<file path="config.mk">
export PLATFORM = sky130hd
export DESIGN_NAME = sorted_key_table_core
export DESIGN_NICKNAME = d
export VERILOG_FILES = /design/src/hw/rtl/skt_pkg.sv /design/src/hw/rtl/skt_mem.sv /design/src/hw/rtl/skt_ctrl.sv /design/src/hw/rtl/sorted_key_table_core.sv
export SDC_FILE = /design/constraint.sdc
export NUM_CORES = 2
export LEC_CHECK = 0
export BUFFER_PORTS_ARGS = -buffer_cell sky130_fd_sc_hd__buf_2
export CAP_MARGIN = 20
export CORE_AREA = 2 2 281 394
export DETAILED_ROUTE_END_ITERATION = 8
export DIE_AREA = 0 0 283 396
export PLACE_DENSITY_LB_ADDON = 0.3
export SLEW_MARGIN = 20
export SYNTH_ARGS = -nofsm -noshare
export SYNTH_HDL_FRONTEND = slang
export SYNTH_HIERARCHICAL = 1
export SYNTH_SLANG_ARGS = --single-unit
</file>
<file path="constraint.sdc">
create_clock -name aclk -period 13.3 [get_ports aclk]
set_input_delay 3.99 -clock aclk [delete_from_list [all_inputs] [get_ports aclk]]
set_output_delay 3.99 -clock aclk [all_outputs]
set_load 0.005 [all_outputs]
</file>
<file path="src/hw/rtl/skt_pkg.sv">
// Shared types, field widths and codes for the sorted key table.
// No dependencies; imported by every module of the block.
package skt_pkg;

    localparam int DEPTH_DEF = 16;

    localparam int OP_W   = 2;
    localparam int KEY_W  = 32;
    localparam int PAY_W  = 32;
    localparam int STAT_W = 3;
    localparam int POS_W  = 4;

    localparam int S_TDATA_W = ((2 * KEY_W + PAY_W + 7) / 8) * 8;
    localparam int M_TDATA_W = ((POS_W + KEY_W + PAY_W + 7) / 8) * 8;

    localparam logic [OP_W-1:0] OP_INSERT = 2'd0;
    localparam logic [OP_W-1:0] OP_DELETE = 2'd1;
    localparam logic [OP_W-1:0] OP_LIST   = 2'd2;
    localparam logic [OP_W-1:0] OP_RANGE  = 2'd3;

    localparam logic [STAT_W-1:0] ST_OK          = 3'd0;
    localparam logic [STAT_W-1:0] ST_DUPLICATE   = 3'd1;
    localparam logic [STAT_W-1:0] ST_NOT_FOUND   = 3'd2;
    localparam logic [STAT_W-1:0] ST_FULL        = 3'd3;
    localparam logic [STAT_W-1:0] ST_EMPTY_TABLE = 3'd4;
    localparam logic [STAT_W-1:0] ST_EMPTY_RANGE = 3'd5;

    typedef struct packed {
        logic [OP_W-1:0]         op;
        logic signed [KEY_W-1:0] key;
        logic signed [KEY_W-1:0] key_upper;
        logic [PAY_W-1:0]        payload;
    } cmd_t;

    typedef struct packed {
        logic [STAT_W-1:0]       status;
        logic [POS_W-1:0]        position;
        logic signed [KEY_W-1:0] entry_key;
        logic [PAY_W-1:0]        entry_payload;
        logic                    last;
    } res_t;

endpackage

</file>
<file path="src/hw/rtl/skt_mem.sv">
// Entry storage: key and payload arrays, one write port, one registered read port.
// Depends on skt_pkg for field widths.
module skt_mem import skt_pkg::*; #(
    parameter int DEPTH = DEPTH_DEF
) (
    input  logic                       aclk,
    input  logic                       wr_en,
    input  logic [$clog2(DEPTH)-1:0]   wr_addr,
    input  logic signed [KEY_W-1:0]    wr_key,
    input  logic [PAY_W-1:0]           wr_pay,
    input  logic [$clog2(DEPTH)-1:0]   rd_addr,
    output logic signed [KEY_W-1:0]    rd_key,
    output logic [PAY_W-1:0]           rd_pay
);

    logic signed [KEY_W-1:0] key_mem [DEPTH];
    logic [PAY_W-1:0]        pay_mem [DEPTH];

    always_ff @(posedge aclk) begin
        if (wr_en) begin
            key_mem[wr_addr] <= wr_key;
            pay_mem[wr_addr] <= wr_pay;
        end
    end

    always_ff @(posedge aclk) begin
        rd_key <= key_mem[rd_addr];
        rd_pay <= pay_mem[rd_addr];
    end

endmodule

</file>
<file path="src/hw/rtl/skt_ctrl.sv">
// Sequencer: binary search, entry shifting, range scan and result emission,
// all through one signed key comparator and the single read port of skt_mem.
// Depends on skt_pkg.
module skt_ctrl import skt_pkg::*; #(
    parameter int DEPTH = DEPTH_DEF
) (
    input  logic                       aclk,
    input  logic                       aresetn,
    input  logic                       cmd_valid,
    output logic                       cmd_ready,
    input  cmd_t                       cmd,
    output logic                       res_valid,
    input  logic                       res_ready,
    output res_t                       res,
    output logic [$clog2(DEPTH)-1:0]   rd_addr,
    input  logic signed [KEY_W-1:0]    rd_key,
    input  logic [PAY_W-1:0]           rd_pay,
    output logic                       wr_en,
    output logic [$clog2(DEPTH)-1:0]   wr_addr,
    output logic signed [KEY_W-1:0]    wr_key,
    output logic [PAY_W-1:0]           wr_pay
);

    localparam int IDX_W = $clog2(DEPTH);
    localparam int CNT_W = $clog2(DEPTH + 1);

    localparam logic [3:0] S_IDLE     = 4'd0;
    localparam logic [3:0] S_SRCH_RD  = 4'd1;
    localparam logic [3:0] S_SRCH_CMP = 4'd2;
    localparam logic [3:0] S_CHK_RD   = 4'd3;
    localparam logic [3:0] S_CHK      = 4'd4;
    localparam logic [3:0] S_SHU_RD   = 4'd5;
    localparam logic [3:0] S_SHU_WR   = 4'd6;
    localparam logic [3:0] S_INS_WR   = 4'd7;
    localparam logic [3:0] S_SHD_RD   = 4'd8;
    localparam logic [3:0] S_SHD_WR   = 4'd9;
    localparam logic [3:0] S_SCAN_RD  = 4'd10;
    localparam logic [3:0] S_SCAN_CMP = 4'd11;
    localparam logic [3:0] S_EM_RD    = 4'd12;
    localparam logic [3:0] S_EM_OUT   = 4'd13;
    localparam logic [3:0] S_RES      = 4'd14;

    logic [3:0]       state_reg, state_next;
    logic [CNT_W-1:0] count_reg, count_next;
    logic [CNT_W-1:0] lo_reg, lo_next;
    logic [CNT_W-1:0] hi_reg, hi_next;
    logic [CNT_W-1:0] idx_reg, idx_next;
    logic [CNT_W-1:0] end_reg, end_next;

    cmd_t                    cmd_reg, cmd_next;
    logic [STAT_W-1:0]       rstat_reg, rstat_next;
    logic [POS_W-1:0]        rpos_reg, rpos_next;
    logic signed [KEY_W-1:0] rkey_reg, rkey_next;
    logic [PAY_W-1:0]        rpay_reg, rpay_next;

    logic [CNT_W:0]          mid_sum;
    logic [CNT_W-1:0]        mid;
    logic [CNT_W-1:0]        idx_inc;
    logic [CNT_W-1:0]        idx_dec;
    logic signed [KEY_W-1:0] cmp_b;
    logic                    key_lt;
    logic                    key_eq;
    logic                    scan_done;

    assign mid_sum = {1'b0, lo_reg} + {1'b0, hi_reg};
    assign mid     = mid_sum[CNT_W:1];
    assign idx_inc = idx_reg + 1'b1;
    assign idx_dec = idx_reg - 1'b1;

    // shared comparator
    assign cmp_b  = (state_reg == S_SCAN_CMP) ? cmd_reg.key_upper : cmd_reg.key;
    assign key_lt = rd_key < cmp_b;
    assign key_eq = rd_key == cmp_b;

    assign cmd_ready = (state_reg == S_IDLE);

    always_comb begin
        unique case (state_reg)
            S_SRCH_RD: rd_addr = mid[IDX_W-1:0];
            S_CHK_RD:  rd_addr = lo_reg[IDX_W-1:0];
            S_SHU_RD:  rd_addr = idx_dec[IDX_W-1:0];
            S_SHD_RD:  rd_addr = idx_inc[IDX_W-1:0];
            default:   rd_addr = idx_reg[IDX_W-1:0];
        endcase
    end

    always_comb begin
        state_next = state_reg;
        count_next = count_reg;
        lo_next    = lo_reg;
        hi_next    = hi_reg;
        idx_next   = idx_reg;
        end_next   = end_reg;
        cmd_next   = cmd_reg;
        rstat_next = rstat_reg;
        rpos_next  = rpos_reg;
        rkey_next  = rkey_reg;
        rpay_next  = rpay_reg;
        wr_en      = 1'b0;
        wr_addr    = idx_reg[IDX_W-1:0];
        wr_key     = rd_key;
        wr_pay     = rd_pay;
        res_valid  = 1'b0;
        scan_done  = 1'b0;
        res        = '{status: rstat_reg, position: rpos_reg, entry_key: rkey_reg,
                       entry_payload: rpay_reg, last: 1'b1};

        unique case (state_reg)
            S_IDLE: begin
                if (cmd_valid) begin
                    cmd_next  = cmd;
                    lo_next   = '0;
                    hi_next   = count_reg;
                    rpos_next = '0;
                    rkey_next = '0;
                    rpay_next = '0;
                    if (cmd.op == OP_INSERT) begin
                        if (count_reg == CNT_W'(DEPTH)) begin
                            rstat_next = ST_FULL;
                            state_next = S_RES;
                        end else begin
                            state_next = S_SRCH_RD;
                        end
                    end else if (count_reg == '0) begin
                        rstat_next = ST_EMPTY_TABLE;
                        state_next = S_RES;
                    end else if (cmd.op == OP_LIST) begin
                        idx_next   = '0;
                        end_next   = count_reg;
                        state_next = S_EM_RD;
                    end else begin
                        state_next = S_SRCH_RD;
                    end
                end
            end
            S_SRCH_RD: begin
                if (lo_reg < hi_reg) begin
                    state_next = S_SRCH_CMP;
                end else if (cmd_reg.op == OP_RANGE) begin
                    idx_next   = lo_reg;
                    state_next = S_SCAN_RD;
                end else if (lo_reg < count_reg) begin
                    state_next = S_CHK_RD;
                end else if (cmd_reg.op == OP_INSERT) begin
                    idx_next   = count_reg;
                    state_next = S_SHU_RD;
                end else begin
                    rstat_next = ST_NOT_FOUND;
                    state_next = S_RES;
                end
            end
            S_SRCH_CMP: begin
                if (!key_lt) begin
                    hi_next = mid;
                end else begin
                    lo_next = mid + 1'b1;
                end
                state_next = S_SRCH_RD;
            end
            S_CHK_RD: begin
                state_next = S_CHK;
            end
            S_CHK: begin
                if (cmd_reg.op == OP_INSERT) begin
                    if (key_eq) begin
                        rstat_next = ST_DUPLICATE;
                        rpos_next  = POS_W'(lo_reg);
                        rkey_next  = rd_key;
                        rpay_next  = rd_pay;
                        state_next = S_RES;
                    end else begin
                        idx_next   = count_reg;
                        state_next = S_SHU_RD;
                    end
                end else if (key_eq) begin
                    rstat_next = ST_OK;
                    rpos_next  = POS_W'(lo_reg);
                    rkey_next  = rd_key;
                    rpay_next  = rd_pay;
                    idx_next   = lo_reg;
                    state_next = S_SHD_RD;
                end else begin
                    rstat_next = ST_NOT_FOUND;
                    state_next = S_RES;
                end
            end
            S_SHU_RD: begin
                if (idx_reg > lo_reg) begin
                    state_next = S_SHU_WR;
                end else begin
                    state_next = S_INS_WR;
                end
            end
            S_SHU_WR: begin
                wr_en      = 1'b1;
                idx_next   = idx_dec;
                state_next = S_SHU_RD;
            end
            S_INS_WR: begin
                wr_en      = 1'b1;
                wr_addr    = lo_reg[IDX_W-1:0];
                wr_key     = cmd_reg.key;
                wr_pay     = cmd_reg.payload;
                count_next = count_reg + 1'b1;
                rstat_next = ST_OK;
                rpos_next  = POS_W'(lo_reg);
                rkey_next  = cmd_reg.key;
                rpay_next  = cmd_reg.payload;
                state_next = S_RES;
            end
            S_SHD_RD: begin
                if (idx_inc < count_reg) begin
                    state_next = S_SHD_WR;
                end else begin
                    count_next = count_reg - 1'b1;
                    state_next = S_RES;
                end
            end
            S_SHD_WR: begin
                wr_en      = 1'b1;
                idx_next   = idx_inc;
                state_next = S_SHD_RD;
            end
            S_SCAN_RD: begin
                if (idx_reg < count_reg) begin
                    state_next = S_SCAN_CMP;
                end else begin
                    scan_done = 1'b1;
                end
            end
            S_SCAN_CMP: begin
                if (key_lt || key_eq) begin
                    idx_next   = idx_inc;
                    state_next = S_SCAN_RD;
                end else begin
                    scan_done = 1'b1;
                end
            end
            S_EM_RD: begin
                state_next = S_EM_OUT;
            end
            S_EM_OUT: begin
                res_valid = 1'b1;
                res       = '{status: ST_OK, position: POS_W'(idx_reg), entry_key: rd_key,
                              entry_payload: rd_pay, last: (idx_inc == end_reg)};
                if (res_ready) begin
                    if (idx_inc == end_reg) begin
                        state_next = S_IDLE;
                    end else begin
                        idx_next   = idx_inc;
                        state_next = S_EM_RD;
                    end
                end
            end
            S_RES: begin
                res_valid = 1'b1;
                if (res_ready) begin
                    state_next = S_IDLE;
                end
            end
            default: begin
                state_next = S_IDLE;
            end
        endcase

        // range bound found: scan pointer marks the end
        if (scan_done) begin
            end_next = idx_reg;
            if (idx_reg == lo_reg) begin
                rstat_next = ST_EMPTY_RANGE;
                state_next = S_RES;
            end else begin
                idx_next   = lo_reg;
                state_next = S_EM_RD;
            end
        end
    end

    always_ff @(posedge aclk) begin
        if (!aresetn) begin
            state_reg <= S_IDLE;
            count_reg <= '0;
            lo_reg    <= '0;
            hi_reg    <= '0;
            idx_reg   <= '0;
            end_reg   <= '0;
        end else begin
            state_reg <= state_next;
            count_reg <= count_next;
            lo_reg    <= lo_next;
            hi_reg    <= hi_next;
            idx_reg   <= idx_next;
            end_reg   <= end_next;
        end
    end

    always_ff @(posedge aclk) begin
        cmd_reg   <= cmd_next;
        rstat_reg <= rstat_next;
        rpos_reg  <= rpos_next;
        rkey_reg  <= rkey_next;
        rpay_reg  <= rpay_next;
    end

    a_count_bound: assert property (@(posedge aclk) disable iff (!aresetn)
        count_reg <= CNT_W'(DEPTH))
        else $error("entry count above depth");

    a_count_step: assert property (@(posedge aclk) disable iff (!aresetn)
        (count_reg != $past(count_reg)) |->
            ($past(state_reg) == S_INS_WR || $past(state_reg) == S_SHD_RD))
        else $error("entry count changed outside insert or delete");

    a_no_overlap: assert property (@(posedge aclk) disable iff (!aresetn)
        !(cmd_ready && res_valid))
        else $error("result offered while accepting a transaction");

    a_last_done: assert property (@(posedge aclk) disable iff (!aresetn)
        (res_valid && res_ready && res.last) |=> (state_reg == S_IDLE))
        else $error("sequencer busy after final result");

    a_emit_range: assert property (@(posedge aclk) disable iff (!aresetn)
        (state_reg == S_EM_OUT) |-> (idx_reg < end_reg))
        else $error("emit pointer past end");

endmodule

</file>
<file path="src/hw/rtl/sorted_key_table_core.sv">
// Top level of the sorted key table: stream ports, field unpacking and output register.
// Instantiates skt_ctrl and skt_mem; depends on skt_pkg.
//
//  channel  direction  signals                          content
//  s_       in         s_tvalid s_tready s_tdata s_tuser  one operation per transaction
//  m_       out        m_tvalid m_tready m_tdata m_tuser  results, m_tlast on final one
//           m_tlast
//
// Insert/delete: binary search, slot check, then each moved entry is shifted.
// List emits each entry in turn; range: search, scan up to key_upper, then emission.
// Each step uses the single read port of the entry memory (one read, then its use).
// s_tready is high only while the sequencer is idle; a result waiting in the output
// register does not hold it low. Reset empties the table at once.
module sorted_key_table_core import skt_pkg::*; #(
    parameter int DEPTH = DEPTH_DEF
) (
    input  logic                  aclk,
    input  logic                  aresetn,
    input  logic                  s_tvalid,
    output logic                  s_tready,
    input  logic [S_TDATA_W-1:0]  s_tdata,   // key, key_upper, payload
    input  logic [OP_W-1:0]       s_tuser,   // operation
    output logic                  m_tvalid,
    input  logic                  m_tready,
    output logic [M_TDATA_W-1:0]  m_tdata,   // position, entry_key, entry_payload, zero pad
    output logic [STAT_W-1:0]     m_tuser,   // status
    output logic                  m_tlast
);

    localparam int IDX_W = $clog2(DEPTH);

    cmd_t                    cmd;
    res_t                    res;
    logic                    res_valid;
    logic                    res_ready;
    logic [IDX_W-1:0]        rd_addr;
    logic signed [KEY_W-1:0] rd_key;
    logic [PAY_W-1:0]        rd_pay;
    logic                    wr_en;
    logic [IDX_W-1:0]        wr_addr;
    logic signed [KEY_W-1:0] wr_key;
    logic [PAY_W-1:0]        wr_pay;

    logic m_tvalid_reg, m_tvalid_next;
    res_t out_reg, out_next;

    assign cmd = '{op:        s_tuser,
                   key:       s_tdata[KEY_W-1:0],
                   key_upper: s_tdata[2*KEY_W-1:KEY_W],
                   payload:   s_tdata[2*KEY_W+PAY_W-1:2*KEY_W]};

    skt_ctrl #(.DEPTH(DEPTH)) u_ctrl (
        .aclk      (aclk),
        .aresetn   (aresetn),
        .cmd_valid (s_tvalid),
        .cmd_ready (s_tready),
        .cmd       (cmd),
        .res_valid (res_valid),
        .res_ready (res_ready),
        .res       (res),
        .rd_addr   (rd_addr),
        .rd_key    (rd_key),
        .rd_pay    (rd_pay),
        .wr_en     (wr_en),
        .wr_addr   (wr_addr),
        .wr_key    (wr_key),
        .wr_pay    (wr_pay)
    );

    skt_mem #(.DEPTH(DEPTH)) u_mem (
        .aclk    (aclk),
        .wr_en   (wr_en),
        .wr_addr (wr_addr),
        .wr_key  (wr_key),
        .wr_pay  (wr_pay),
        .rd_addr (rd_addr),
        .rd_key  (rd_key),
        .rd_pay  (rd_pay)
    );

    assign res_ready = !m_tvalid_reg || m_tready;

    always_comb begin
        out_next      = out_reg;
        m_tvalid_next = m_tvalid_reg;
        if (res_valid && res_ready) begin
            out_next      = res;
            m_tvalid_next = 1'b1;
        end else if (m_tready) begin
            m_tvalid_next = 1'b0;
        end
    end

    always_ff @(posedge aclk) begin
        if (!aresetn) begin
            m_tvalid_reg <= 1'b0;
        end else begin
            m_tvalid_reg <= m_tvalid_next;
        end
    end

    always_ff @(posedge aclk) begin
        out_reg <= out_next;
    end

    assign m_tvalid = m_tvalid_reg;
    assign m_tuser  = out_reg.status;
    assign m_tlast  = out_reg.last;
    assign m_tdata  = {{(M_TDATA_W - POS_W - KEY_W - PAY_W){1'b0}},
                       out_reg.entry_payload, out_reg.entry_key, out_reg.position};

endmodule

</file>
; ---- Word level (Yosys, flattened, before mapping)
; Memories as Yosys holds them, arrays and structs flattened. A register that Yosys moved wholly into a read port is not among the register bits.
; Cells that the tools add are included.
[totals]
reg_bits = 271
ramBits = 1024
out_inout_bits = 78
word_cells = 180
n_memories = 2
[op_classes]
addsub = 6
order_cmp = 6
eq_ne = 32
n_mux = 90
reduce_logical = 24
[memory_table]
columns = name, depth, word_bits, read_ports, rd_clocked_by_memory_dff, write_ports, line_no
row1 = u_mem.key_mem, 16, 32, 1, 1, 1, skt_mem.sv:16  ; logic signed [KEY_W-1:0] key_mem [DEPTH];
row2 = u_mem.pay_mem, 16, 32, 1, 1, 1, skt_mem.sv:17  ; logic [PAY_W-1:0] pay_mem [DEPTH];
[op_table]
columns = cell, count
row1 = $mux 32, 6
row2 = $pmux 32 s3, 2
row3 = $mux 5, 27
row4 = $mux 4, 20
row5 = $mux 69, 1
row6 = $pmux 4 s15, 1
row7 = $mux 3, 14
row8 = $pmux 5 s7, 1
row9 = $eq 32x32->1, 1
row10 = $lt 32x32->1, 1
row11 = $pmux 5 s2, 3
row12 = $eq 4x4->1 const B, 7
row13 = $lt 5x5->1, 4
row14 = $eq 4x3->1 const B, 4
row15 = $pmux 4 s4, 1
row16 = $add 5x1->5 const B, 3
row17 = $ne 3x2->1 const B, 4
row18 = $pmux 3 s4, 1
row19 = $pmux 4 s3, 1
row20 = $reduce_bool 2->1, 6
row21 = $eq 5x5->1, 2
row22 = $reduce_and 5->1, 2
row23 = $sub 5x1->5 const B, 2
row24 = $mux 1, 9
row25 = other kinds (22), 35

; ---- Longest topological paths before layout
[logic_depth]
ltp_word = 8
depth_mapped = 18

; ---- Cells and area by module
; The synthesis kept the hierarchy.
[by_module_without_submodules]
columns = module, n_inst, cells_per_inst, area_per_inst_um2
row1 = skt_mem, 1, 1647, 39557.9
row2 = skt_ctrl, 1, 1370, 12064.1
row3 = sorted_key_table_core, 1, 82, 2253.4

; ---- Worst setup path before layout
; OpenSTA, ideal clock, no wires.
[synth_timing]
path_type = input to register
start = input port s_tvalid
end = register u_ctrl.rkey_reg[0] (enable)
t_arrival_ps = 7794
t_required_ps = 12766
slack_ps = 4971
cell_stages = 3
cell_sequence = clkbuf_1 > nand2_1 > a31oi_1
[synth_via]
elab_chain_len = 2
[synth_lines]
columns = item, line_no
row1 = from (decl), sorted_key_table_core.sv:19  ; input logic s_tvalid,
row2 = $ne 2x2->1 (no line), --
row3 = $reduce_and 3->1 (no line), --
row4 = to (signal assigned), skt_ctrl.sv:301  ; rkey_reg <= rkey_next;
row5 = to (decl), skt_ctrl.sv:53  ; logic signed [KEY_W-1:0] rkey_reg, rkey_next;
; No other way between the ends.
; A chain may end at the register's enable or synchronous reset.

; ---- Worst setup path in the final report
[layout_timing]
start = register u_ctrl.state_reg[0]
end = output port s_tready
[layout_via]
elab_chain_len = 1
[layout_lines]
columns = item, line_no
row1 = from (decl), skt_ctrl.sv:43  ; logic [3:0] state_reg, state_next;
row2 = from (signal assigned), skt_ctrl.sv:288  ; state_reg <= state_next;
row3 = $logic_not 4->1, skt_ctrl.sv:75  ; assign cmd_ready = (state_reg == S_IDLE);
row4 = to (decl), sorted_key_table_core.sv:20  ; output logic s_tready,
; No other way between the ends.

==> results.json <==
{
  "status": "complete, no violations",
  "powerDensity_nw_per_um2": 232,
  "critPathKind": "flop to output pin",
  "timing.final.crit_share": 0.478,
  "grt_pass1_vias": 29500,
  "clk_latency_ns": 0.73,
  "routed_wl_um": 136000,
  "fin_setup_tns_ns": 0,
  "fp.dieW_um": 283,
  "path_max_fanout": 22,
  "setup_viol": 0,
  "synthDistinctLibCells": 78,
  "grt_setup_unrepaired": "false",
  "synth_commonest_cells": "edfxtp_1 (1262), nand2_1 (593), mux4_2 (256)",
  "synth_area_leaders": "edfxtp_1 (70%), mux4_2 (11%), nand2_1 (4.1%)",
  "min_period_ns": 6.36,
  "ctsHoldBuffers": 0,
  "post_cts_resize_count": 0,
  "swShare": 0.322,
  "async_reset_ff_frac": 0,
  "synth.most_common_cell": "edfxtp_1",
  "area_growth_pct": 12.2,
  "fp.coreArea_um2": 108000,
  "ys.flop_type": "edfxtp_1",
  "drive_above_1_share": 0.212,
  "reg2reg_from": "u_ctrl/state_reg[0]",
  "slowest_delay_ns": 0.87,
  "leakage_nw": 20.4,
  "ant_nets": 0,
  "report.final.hold_viol_count": 0,
  "fin_ws_ns": 6.94,
  "crit_slowest_cell": "dfxtp_1",
  "h-tree-depth": 3,
  "nets": 3466,
  "ys_seq_area_frac": 0.739,
  "fmax_ghz": 0.157,
  "worstHoldStart": "u_ctrl/end_reg[2]",
  "synth_cells": 3099,
  "post_cts_buffers": 0,
  "die_area_um2": 112000,
  "maxSlewViolCount": 0,
  "port_buffers": 175,
  "p_int_mw": 9.52,
  "grt.total_usage": 0.241,
  "drc": 0,
  "irDropWorstVdd_uv": 321,
  "cp_data_arrival_time_ns": 2.37,
  "syn_area_um2": 53900,
  "grt_pass1_wl_um": 197000,
  "detail_route.wl_per_cell_um": 28.0,
  "die_h_um": 396,
  "endpoint_kind": "output pin",
  "max-slew-margin-rel": 0.262,
  "cp_cell_sequence": "nor2_1, nand2_1, inv_1, buf_2",
  "cts-root-buf": "clkbuf_16",
  "dr.pass1.iters": 7,
  "yosysWarningCount": 6,
  "cts.sinks": 1359,
  "cts.clk_slew.worst_paths_ns": 0.07,
  "vias_per_cell": 6.02,
  "place_congestion": 0.904,
  "worstSetupStartpointType": "flop",
  "p_comb_frac": 0.334,
  "cp.required_ns": 9.31,
  "maxCapViolations": 0,
  "start_util": 0.498,
  "cts.path.max_buffers": 3,
  "synth_enable_flop_cells": 1262,
  "std_cell_rows": 143,
  "pre_cts_slack_ns": 6.84,
  "synth_largest_area_cell": "edfxtp_1",
  "synth_top_area_frac": 0.703,
  "pwr-share-clk": 0.246,
  "io_pins": 180,
  "power_frac_seq": 0.420,
  "overflow": 0,
  "drt_iter0_drc": 3241,
  "syn_avg_cell_area_um2": 17.4,
  "antenna_found_initial": 9,
  "hold_path.class": "flop to flop",
  "hpwl_um": 73700,
  "ys_ff_latch": 1359,
  "grt_start_max_net_pins": 151,
  "crit_start": "u_ctrl/state_reg[0]",
  "cts_buffers": 120,
  "tightest_slew_ns": 1.11,
  "power.net_switching_mw": 4.52,
  "vias": 29200,
  "fin_worst_skew_ns": 0.0294,
  "cts_tree": "done"
}
==> per-layer routing <==
| layer | global-route usage | routed length (um) | part of all wire |
|---|---|---|---|
| met4 | 0.0813 | 3980 | 0.029 |
| met1 | 0.318 | 53100 | 0.39 |
| met5 | 0 | 80 | 0.00059 |
| met3 | 0.0372 | 9820 | 0.072 |
| met2 | 0.410 | 68500 | 0.51 |
==> kinds of logic (layout without fill, tap and decap cells) <==
family | Yosys count | in the layout | share of synthesized area
compound gates | 361 | 361 | 0.0471
xor+xnor | 24 | 24 | 0.00469
fa+ha+maj | 69 | 69 | 0.0163
buf+inv | 194 | 489 | 0.0160
flops | 1359 | 1359 | 0.739
mux | 303 | 303 | 0.116
other cells | 1 | 6 | 0.0000696
simple gates | 788 | 788 | 0.0606
==> through the flow <==
stage | util | hold WS [ns] | cell area, um2 | instances | total power, mW
final | 0.559 | 0.472 | 60500 | 4849 | 14.0
after CTS | 0.559 | 0.472 | 60500 | 4847 | 14.1
after global routing | 0.559 | 0.492 | 60500 | 4848 | 14.7
after floorplan | - | 0.448 | 53900 | 3102 | 9.43
after global placement | 0.522 | 0.459 | 56500 | 4624 | 10.6
after detailed placement | 0.522 | 0.463 | 56500 | 4624 | 10.7
==> worst max-delay path, delay by kind of cell, from the launching register on <==
| family | cells | cell delay, ns |
|---|---|---|
| buf+inv | 2 | 0.31 |
| flops | 1 | 0.87 |
| simple gates | 2 | 0.46 |
==> worst paths after layout <==
path	to	cells past startpoint	slack, ns
setup / recovery	s_tready	4	6.94
hold / removal	u_ctrl/end_reg[2]	2	0.47
setup reg to reg	u_ctrl/rpay_reg[7]	13	7.36
hold reg to reg	u_ctrl/end_reg[2]	2	0.47
==> power groups by stage <==
stage	Clock, mW	Sequential (mW)	Combinational [mW]
global route	3.67	5.93	5.08
finish	3.46	5.90	4.68
floorplan	0	5.88	3.56
global placement	0	5.97	4.64
CTS	3.51	5.89	4.71
detailed placement	0	5.98	4.70
==> cell usage in the layout, fill, tap and decap left out, drive strengths merged, types with 4 or more instances in the layout <==
cell,count
a211oi,12
a21boi,4
a21o,12
a21oi,55
a22o,19
a22oi,140
a311oi,5
a31oi,14
and2,10
and3,9
and4,5
buf,231
bufinv,9
clkbuf,162
clkinv,45
conb,4
dfxtp,97
edfxtp,1262
ha,66
inv,39
mux2i,45
mux4,256
nand2,593
nand2b,16
nand3,25
nand4,8
nor2,73
nor2b,13
nor3,16
o21a,8
o21ai,46
o21bai,4
o221a,4
o22ai,8
o31ai,4
or2,5
xnor2,17
xor2,4
==> area by class of cell <==
type	instances	area (um2)
Fill cell	8171	47800
Sequential cell	1359	39800
Multi-Input combinational cell	1549	13400
Clock buffer	162	3350
Tap cell	1450	1810
Timing Repair Buffer	231	1330
Clock inverter	61	573
Inverter	35	134
Antenna cell	2	5.00
(Power assumes the default switching activity.)
